<file path="src/cre_pkg.sv">
`default_nettype none

package cre_pkg;

  localparam logic [7:0] DASH_CHAR = 8'h2D;

  typedef struct packed {
    logic [7:0] in_char;
    logic       in_last;
  } in_word_t;

  typedef struct packed {
    logic [7:0] out_char;
    logic       out_last;
  } out_word_t;

  typedef enum logic [1:0] {
    CLS_NONE,
    CLS_UPPER,
    CLS_LOWER,
    CLS_DIGIT
  } class_e;

  typedef enum logic [1:0] {
    ST_IDLE,
    ST_DECIDE,
    ST_RUN,
    ST_DASH
  } state_e;

  // what the oldest pending byte turns into
  typedef enum logic [1:0] {
    DEC_PASS,
    DEC_HOLD,
    DEC_RANGE,
    DEC_SPLIT
  } dec_e;

  typedef enum logic [1:0] {
    SEL_W0,
    SEL_PREV,
    SEL_DASH,
    SEL_RUN
  } sel_e;

  typedef struct packed {
    logic load;
    logic consume;
    logic run_load;
    logic run_step;
    logic line_end;
    logic emit;
    sel_e emit_sel;
    logic emit_last;
  } cre_cmd_t;

  typedef struct packed {
    dec_e       dec;
    logic [1:0] wcnt;
    logic       last;
    logic       run_done;
    logic       emit_ok;
  } cre_sts_t;

  function automatic class_e char_class(input logic [7:0] c);
    class_e k;
    k = CLS_NONE;
    if (c inside {[8'h41:8'h5A]}) k = CLS_UPPER;
    else if (c inside {[8'h61:8'h7A]}) k = CLS_LOWER;
    else if (c inside {[8'h30:8'h39]}) k = CLS_DIGIT;
    return k;
  endfunction

endpackage

`default_nettype wire

</file>
<file path="src/cre_datapath.sv">
`default_nettype none

module cre_datapath (
  input  wire logic              clk_i,
  input  wire logic              rst_ni,
  input  wire cre_pkg::in_word_t  in_word_i,
  input  wire cre_pkg::cre_cmd_t  cmd_i,
  output cre_pkg::cre_sts_t       sts_o,
  input  wire logic              out_stall_i,
  output logic                   out_valid_o,
  output cre_pkg::out_word_t      out_word_o
);
  import cre_pkg::*;

  // pending window, oldest byte in slot 0
  logic [2:0][7:0] w_q, w_d;
  logic [1:0]      wcnt_q, wcnt_d;
  logic            start_q, start_d;
  logic            last_q, last_d;
  logic [7:0]      prev_q, prev_d;
  logic [7:0]      run_cur_q, run_cur_d;
  logic [7:0]      run_end_q, run_end_d;
  logic            run_desc_q, run_desc_d;
  logic            out_valid_q, out_valid_d;
  out_word_t       out_q, out_d;
  logic            emit_ok;
  class_e          prev_cls;
  dec_e            dec;

  assign emit_ok  = !out_valid_q || !out_stall_i;
  assign prev_cls = char_class(prev_q);

  always_comb begin
    if (w_q[0] == DASH_CHAR) begin
      if (start_q || wcnt_q < 2'd2) begin
        dec = DEC_PASS;
      end else if (prev_cls != CLS_NONE && prev_cls == char_class(w_q[1])) begin
        dec = DEC_RANGE;
      end else begin
        dec = DEC_SPLIT;
      end
    end else if (wcnt_q == 2'd3 && w_q[1] == DASH_CHAR) begin
      dec = DEC_HOLD;
    end else begin
      dec = DEC_PASS;
    end
  end

  assign sts_o.dec      = dec;
  assign sts_o.wcnt     = wcnt_q;
  assign sts_o.last     = last_q;
  assign sts_o.run_done = (run_cur_q == run_end_q);
  assign sts_o.emit_ok  = emit_ok;

  always_comb begin
    w_d        = w_q;
    wcnt_d     = wcnt_q;
    start_d    = start_q;
    last_d     = last_q;
    prev_d     = prev_q;
    run_cur_d  = run_cur_q;
    run_end_d  = run_end_q;
    run_desc_d = run_desc_q;
    if (cmd_i.load) begin
      for (int i = 0; i < 3; i++) begin
        if (2'(i) == wcnt_q) w_d[i] = in_word_i.in_char;
      end
      wcnt_d = wcnt_q + 2'd1;
      last_d = in_word_i.in_last;
    end
    if (cmd_i.consume) begin
      w_d[0]  = w_q[1];
      w_d[1]  = w_q[2];
      wcnt_d  = wcnt_q - 2'd1;
      prev_d  = w_q[0];
      start_d = 1'b0;
    end
    if (cmd_i.run_load) begin
      run_cur_d  = prev_q;
      run_end_d  = w_q[1];
      run_desc_d = (w_q[1] < prev_q);
      w_d[0]     = w_q[2];
      wcnt_d     = wcnt_q - 2'd2;
      prev_d     = w_q[1];
      start_d    = 1'b0;
    end
    if (cmd_i.run_step) begin
      run_cur_d = run_desc_q ? run_cur_q - 8'd1 : run_cur_q + 8'd1;
    end
    if (cmd_i.line_end) begin
      wcnt_d  = 2'd0;
      start_d = 1'b1;
      last_d  = 1'b0;
      prev_d  = 8'd0;
    end
  end

  always_comb begin
    out_valid_d = out_valid_q;
    out_d       = out_q;
    if (cmd_i.emit) begin
      out_valid_d    = 1'b1;
      out_d.out_last = cmd_i.emit_last;
      case (cmd_i.emit_sel)
        SEL_W0:   out_d.out_char = w_q[0];
        SEL_PREV: out_d.out_char = prev_q;
        SEL_DASH: out_d.out_char = DASH_CHAR;
        SEL_RUN:  out_d.out_char = run_cur_q;
        default:  out_d.out_char = w_q[0];
      endcase
    end else if (!out_stall_i) begin
      out_valid_d = 1'b0;
    end
  end

  always_ff @(posedge clk_i or negedge rst_ni) begin
    if (!rst_ni) begin
      wcnt_q      <= 2'd0;
      start_q     <= 1'b1;
      last_q      <= 1'b0;
      prev_q      <= 8'd0;
      out_valid_q <= 1'b0;
    end else begin
      wcnt_q      <= wcnt_d;
      start_q     <= start_d;
      last_q      <= last_d;
      prev_q      <= prev_d;
      out_valid_q <= out_valid_d;
    end
  end

  always_ff @(posedge clk_i) begin
    w_q        <= w_d;
    run_cur_q  <= run_cur_d;
    run_end_q  <= run_end_d;
    run_desc_q <= run_desc_d;
    out_q      <= out_d;
  end

  assign out_valid_o = out_valid_q;
  assign out_word_o  = out_q;

endmodule

`default_nettype wire

</file>
<file path="src/cre_ctrl.sv">
`default_nettype none

module cre_ctrl (
  input  wire logic              clk_i,
  input  wire logic              rst_ni,
  input  wire logic              in_valid_i,
  input  wire logic              in_last_i,
  output logic                   in_stall_o,
  input  wire cre_pkg::cre_sts_t  sts_i,
  output cre_pkg::cre_cmd_t       cmd_o
);
  import cre_pkg::*;

  state_e     state_q, state_d;
  logic [1:0] rem;

  always_ff @(posedge clk_i or negedge rst_ni) begin
    if (!rst_ni) begin
      state_q <= ST_IDLE;
    end else begin
      state_q <= state_d;
    end
  end

  always_comb begin
    state_d    = state_q;
    cmd_o      = '0;
    in_stall_o = (state_q != ST_IDLE);
    rem        = sts_i.wcnt - 2'd1;
    case (state_q)
      ST_IDLE: begin
        if (in_valid_i) begin
          cmd_o.load = 1'b1;
          if (in_last_i || sts_i.wcnt == 2'd2) state_d = ST_DECIDE;
        end
      end
      ST_DECIDE: begin
        case (sts_i.dec)
          DEC_PASS: begin
            if (sts_i.emit_ok) begin
              cmd_o.emit      = 1'b1;
              cmd_o.emit_sel  = SEL_W0;
              cmd_o.emit_last = sts_i.last && rem == 2'd0;
              cmd_o.consume   = 1'b1;
              if (sts_i.last && rem != 2'd0) begin
                state_d = ST_DECIDE;
              end else begin
                cmd_o.line_end = sts_i.last;
                state_d        = ST_IDLE;
              end
            end
          end
          DEC_HOLD: begin
            cmd_o.consume = 1'b1;
            state_d       = sts_i.last ? ST_DECIDE : ST_IDLE;
          end
          DEC_RANGE: begin
            cmd_o.run_load = 1'b1;
            state_d        = ST_RUN;
          end
          DEC_SPLIT: begin
            if (sts_i.emit_ok) begin
              cmd_o.emit     = 1'b1;
              cmd_o.emit_sel = SEL_PREV;
              state_d        = ST_DASH;
            end
          end
          default: state_d = ST_IDLE;
        endcase
      end
      ST_RUN: begin
        if (sts_i.emit_ok) begin
          cmd_o.emit      = 1'b1;
          cmd_o.emit_sel  = SEL_RUN;
          cmd_o.emit_last = sts_i.run_done && sts_i.last && sts_i.wcnt == 2'd0;
          if (!sts_i.run_done) begin
            cmd_o.run_step = 1'b1;
          end else if (sts_i.last && sts_i.wcnt != 2'd0) begin
            state_d = ST_DECIDE;
          end else begin
            cmd_o.line_end = sts_i.last;
            state_d        = ST_IDLE;
          end
        end
      end
      ST_DASH: begin
        if (sts_i.emit_ok) begin
          cmd_o.emit      = 1'b1;
          cmd_o.emit_sel  = SEL_DASH;
          cmd_o.emit_last = sts_i.last && rem == 2'd0;
          cmd_o.consume   = 1'b1;
          if (sts_i.last && rem != 2'd0) begin
            state_d = ST_DECIDE;
          end else begin
            cmd_o.line_end = sts_i.last;
            state_d        = ST_IDLE;
          end
        end
      end
      default: state_d = ST_IDLE;
    endcase
  end

endmodule

`default_nettype wire

</file>
<file path="src/character_range_expander_top.sv">
// character range expander: takes a line one byte word at a time on the
// input channel and gives the expanded line on the output channel.
// both channels use valid and stall; a word moves at a clock edge with
// valid high and stall low. in_last marks the final byte of a line and
// out_last marks the final byte of the expanded line.
// bytes are held in a three-entry lookahead window, so output trails the
// input by up to two bytes until the line ends.
// a byte that needs no decision is only loaded. once the window fills,
// the oldest byte is decided: a plain byte is emitted, a range is set up
// and then emitted one character at a time (up to 26), and a dash between
// mismatched classes emits the byte before it and then the dash. at line
// end each pending byte is decided in turn; a held byte and a range setup
// emit nothing. the emit path is one output register: while the receiver
// stalls, the controller waits before an emit and the input stays stalled.
// reset (rst_ni low, asynchronous) empties the window, clears the output
// valid and puts the block at the start of a new line.
`default_nettype none

module character_range_expander_top (
  input  wire logic             clk_i,
  input  wire logic             rst_ni,
  input  wire logic             in_valid_i,
  output logic                  in_stall_o,
  input  wire cre_pkg::in_word_t in_word_i,
  output logic                  out_valid_o,
  input  wire logic             out_stall_i,
  output cre_pkg::out_word_t     out_word_o
);
  import cre_pkg::*;

  cre_cmd_t cmd;
  cre_sts_t sts;

  cre_ctrl u_ctrl (
    .clk_i      (clk_i),
    .rst_ni     (rst_ni),
    .in_valid_i (in_valid_i),
    .in_last_i  (in_word_i.in_last),
    .in_stall_o (in_stall_o),
    .sts_i      (sts),
    .cmd_o      (cmd)
  );

  cre_datapath u_datapath (
    .clk_i       (clk_i),
    .rst_ni      (rst_ni),
    .in_word_i   (in_word_i),
    .cmd_i       (cmd),
    .sts_o       (sts),
    .out_stall_i (out_stall_i),
    .out_valid_o (out_valid_o),
    .out_word_o  (out_word_o)
  );

endmodule

`default_nettype wire
</file>
<file path="config.mk">
export PLATFORM = sky130hd
export DESIGN_NAME = character_range_expander_top
export DESIGN_NICKNAME = d
export VERILOG_FILES = /design/src/cre_pkg.sv /design/src/cre_datapath.sv /design/src/cre_ctrl.sv /design/src/character_range_expander_top.sv
export SDC_FILE = /design/constraint.sdc
export NUM_CORES = 1
export LEC_CHECK = 0
export BUFFER_PORTS_ARGS = -buffer_cell sky130_fd_sc_hd__buf_4
export CORE_MARGIN = 4
export CORE_UTILIZATION = 52
export DETAILED_ROUTE_END_ITERATION = 10
export PLACE_DENSITY = 0.8
export SYNTH_ARGS = -nofsm -noshare
export SYNTH_HDL_FRONTEND = slang
export SYNTH_SLANG_ARGS = --single-unit
</file>
<file path="constraint.sdc">
create_clock -name clk_i -period 6.1 [get_ports clk_i]
set_clock_uncertainty 0.1 [all_clocks]
set_input_delay 0.61 -clock clk_i [delete_from_list [all_inputs] [get_ports clk_i]]
set_output_delay 0.61 -clock clk_i [all_outputs]
set_load 0.01 [all_outputs]
</file>
==> metrics.json <==
{
  "cp_data_arrival_time": {"value": 4.29, "unit": "ns"},
  "row_count": {"value": 31},
  "overflow": {"value": 0},
  "clockBufferDepth": {"value": 2},
  "maxSlewViolCount": {"value": 0},
  "hold_viol_final": {"value": 0},
  "worstHoldPathType": {"value": "in -> async"},
  "finalNetCount": {"value": 400},
  "dominantRegCellSynth": {"value": "sky130_fd_sc_hd__edfxtp_1"},
  "drt_drc_violations_left": {"value": 0},
  "worst-slew-pin-transition": {"value": 0.991, "unit": "ns"},
  "synthesis.area_per_instance": {"value": 11.2, "unit": "sq um"},
  "ir_worst_vdd": {"value": 0.247, "unit": "mV"},
  "power_total": {"value": 1.84, "unit": "mW"},
  "final_min_period_over_clock_period": {"value": 68.2, "unit": "%"},
  "wire_length_of_the_first_global_routing_pass": {"value": 13600, "unit": "um"},
  "vias": {"value": 2779},
  "post-route-min-period": {"value": 4.16, "unit": "ns"},
  "end_kind": {"value": "flop"},
  "initial_core_util": {"value": 53.2, "unit": "%"},
  "maximum_number_of_pins_on_one_net_before_global_route_repair": {"value": 29},
  "power_leakage": {"value": 1.71, "unit": "nW"},
  "crit_fanout": {"value": 28},
  "syn2layout_area_growth": {"value": 9.75, "unit": "%"},
  "postCtsSetupBuffers": {"value": 0},
  "cts.reportedPaths.clkPinSlew": {"value": 0.07, "unit": "ns"},
  "gr-usage-all-layers": {"value": 19.9, "unit": "%"},
  "drive_gt1_share": {"value": 14.6, "unit": "%"},
  "critical_path.reg2reg.startpoint": {"value": "u_datapath.w_q[15]$_DFFE_PP_"},
  "yosys-top-cells-area": {"value": "sky130_fd_sc_hd__edfxtp_1 (39%), sky130_fd_sc_hd__dfrtp_1 (9.1%), sky130_fd_sc_hd__ha_1 (7.2%)"},
  "antenna_cells_inserted": {"value": 0},
  "grt_setup_unrepaired": {"value": "false"},
  "cts_tree": {"value": "yes"},
  "filler_cell_count": {"value": 599},
  "ys_types": {"value": 56},
  "timing.max_cap.violations": {"value": 0},
  "layout.cells.most_common": {"value": "sky130_fd_sc_hd__edfxtp_1"},
  "cts_root_buf": {"value": "sky130_fd_sc_hd__clkbuf_8"},
  "cts-htree-levels": {"value": 3},
  "io_pins": {"value": 24},
  "critical_setup_path_kind": {"value": "reg -> reg"},
  "grt_pass1_vias": {"value": 2857},
  "route.final.wire_length": {"value": 8120, "unit": "um"},
  "synthesis.instances": {"value": 343},
  "setup_tns": {"value": 0, "unit": "ns"},
  "antenna_found_initial": {"value": 0},
  "design.core.area": {"value": 7210, "unit": "sq um"},
  "critical_path_required": {"value": 6.23, "unit": "ns"},
  "cts_hold_repair.buffers": {"value": 0},
  "cts_resized": {"value": 0},
  "drt_iter0_markers": {"value": 331},
  "outcome": {"value": "completed"},
  "firstDrtPassIters": {"value": 7},
  "synth_top_cell_area_share": {"value": 39.1, "unit": "%"},
  "layout.cells.most_common_list": {"value": "sky130_fd_sc_hd__edfxtp_1 (50), sky130_fd_sc_hd__nand2_1 (35), sky130_fd_sc_hd__o21ai_0 (26)"},
  "critPathLaunchType": {"value": "flop"},
  "timing.critical_path.from": {"value": "u_datapath.w_q[15]$_DFFE_PP_"},
  "power_density": {"value": 437, "unit": "nW/um^2"},
  "yosys_warnings": {"value": 0},
  "synth_sequential_area_ratio": {"value": 48.9, "unit": "%"},
  "timing.max_slew.rel_slack": {"value": 33.5, "unit": "%"},
  "gp_congestion": {"value": 0.849},
  "floorplan.die.height": {"value": 93.9, "unit": "um"},
  "clkLatencyLatePin": {"value": 0.33, "unit": "ns"},
  "mappedNetlistArea": {"value": 3840, "unit": "sq um"},
  "clkSinkCount": {"value": 65},
  "post-synth-top-area-cell": {"value": "sky130_fd_sc_hd__edfxtp_1"},
  "postSynthRegisterBits": {"value": 65},
  "cts_inserted_buffers": {"value": 9},
  "timing.hold.ws": {"value": 0.0291, "unit": "ns"},
  "dieWidth": {"value": 93.9, "unit": "um"},
  "synth_edf_count": {"value": 50},
  "syn_nets": {"value": 379},
  "setup_viol": {"value": 0},
  "drt_via_density": {"value": 5.94},
  "routed_wire_length_per_instance": {"value": 17.4, "unit": "um"},
  "portBuffers": {"value": 23},
  "asyncSetResetFlopFracSynth": {"value": 23.1, "unit": "%"},
  "max_freq": {"value": 240, "unit": "MHz"},
  "detailed_place_hpwl": {"value": 5890, "unit": "um"},
  "detail-route-antenna-nets": {"value": 0},
  "die_area": {"value": 8820, "unit": "sq um"}
}
metrics by stage:
stage	setup WS [ns]	std cells	utilization, %	area [sq um]
after floorplan	3.09	343	-	3840
after CTS	1.99	468	58.3	4210
after detailed placement	2.01	452	56.2	4050
after global routing	1.56	468	58.4	4210
after global placement	2.07	452	56.2	4050
final	1.94	468	58.4	4210
cell families after synthesis:
logic type	share of synthesized area [%]
flip-flops	48.9
buffers and inverters	4.43
multiplexers	8.41
XOR/XNOR	3.19
adder cells (fa/ha/maj)	7.69
AO/OA/AOI/OAI	13.6
AND/OR/NAND/NOR	13.8
state kept, by name, indices dropped and copies added, names as in the netlist:
| signal | cells |
|---|---|
| u_datapath.w_q | 24 |
| u_ctrl.state_q | 2 |
| u_datapath.run_end_q | 8 |
| u_datapath.start_q | 1 |
| u_datapath.run_cur_q | 8 |
| u_datapath.last_q | 1 |
| u_datapath.run_desc_q | 1 |
| u_datapath.out_valid_o | 1 |
| u_datapath.prev_q | 8 |
| u_datapath.wcnt_q | 2 |
| u_datapath.out_word_o | 9 |
report_power, final:
| part | internal [mW] | switching, mW |
|---|---|---|
| Clock | 0.145 | 0.153 |
| Sequential | 0.683 | 0.197 |
| Combinational | 0.324 | 0.341 |
critical path: stages, from the launching register on:
cell                       delay (ns)
sky130_fd_sc_hd__edfxtp_1        0.48
sky130_fd_sc_hd__nor3b_1         0.40
sky130_fd_sc_hd__and3_1          0.21
sky130_fd_sc_hd__a311oi_1        0.10
sky130_fd_sc_hd__a41oi_1         0.36
sky130_fd_sc_hd__ha_1            0.22
sky130_fd_sc_hd__nand3_1         0.52
sky130_fd_sc_hd__inv_1           0.92
sky130_fd_sc_hd__nand2_1         0.21
sky130_fd_sc_hd__o211ai_1        0.15
sky130_fd_sc_hd__mux2i_1         0.11
sky130_fd_sc_hd__nor4_1          0.27
layer usage:
layer  part of all wire [%]  global-route usage (%)  up-vias
met4                    2.7                    10.5        0
met3                    7.2                    4.25       27
met2                     47                    31.6      120
met1                     43                    25.6     1308
met5                      0                       0        -
li1                       -                       -     1324
final timing paths:
check	endpoint	slack, ns	depth (start not counted)
worst max-delay path	u_datapath.wcnt_q[1]$_DFFE_PN0P_	1.94	11
worst min-delay path	u_ctrl.state_q[1]$_DFFE_PN0P_	0.03	1
worst min register to register	u_datapath.start_q$_DFFE_PN1P_	0.42	1
max in group asynchronous	u_datapath.start_q$_DFFE_PN1P_	5.62	1
min in group clk_i	u_datapath.w_q[20]$_DFFE_PP_	0.37	1
worst max register to register	u_datapath.wcnt_q[1]$_DFFE_PN0P_	1.94	11
cells in the mapped netlist (2+ instances only):
cell type,count
sky130_fd_sc_hd__nor3b_1,2
sky130_fd_sc_hd__a21o_1,3
sky130_fd_sc_hd__o21a_1,3
sky130_fd_sc_hd__nor3_1,6
sky130_fd_sc_hd__a41o_1,2
sky130_fd_sc_hd__o211ai_1,4
sky130_fd_sc_hd__mux2i_1,18
sky130_fd_sc_hd__buf_6,2
sky130_fd_sc_hd__a221oi_1,2
sky130_fd_sc_hd__nor2_1,22
sky130_fd_sc_hd__inv_1,21
sky130_fd_sc_hd__o31ai_1,2
sky130_fd_sc_hd__a222oi_1,4
sky130_fd_sc_hd__or2_2,2
sky130_fd_sc_hd__o41ai_1,2
sky130_fd_sc_hd__o21ai_0,26
sky130_fd_sc_hd__mux2_4,8
sky130_fd_sc_hd__a211oi_1,10
sky130_fd_sc_hd__mux2_2,2
sky130_fd_sc_hd__and2_1,3
sky130_fd_sc_hd__xnor2_1,13
sky130_fd_sc_hd__buf_2,6
sky130_fd_sc_hd__edfxtp_1,50
sky130_fd_sc_hd__nand2_1,35
sky130_fd_sc_hd__o22ai_1,2
sky130_fd_sc_hd__clkbuf_1,5
sky130_fd_sc_hd__a21oi_1,7
sky130_fd_sc_hd__nand2b_1,5
sky130_fd_sc_hd__dfrtp_1,14
sky130_fd_sc_hd__ha_1,22
sky130_fd_sc_hd__nand3_1,10
sky130_fd_sc_hd__nor4_1,2
sky130_fd_sc_hd__nand4_1,3
sky130_fd_sc_hd__and4_1,2
sky130_fd_sc_hd__a31oi_1,2
layout make-up:
class                   count  area, sq um  share of cell area [%]
multi-input cells         243         1800                    42.6
repair buffers             24          180                    4.28
flip-flops and latches     65         1880                    44.6
clock buffers              12          135                    3.21
inverters                  21         78.8                    1.87
clock inverters             4         20.0                   0.475
well taps                  99          124                    2.94
Power figures use the tool's default switching activity.
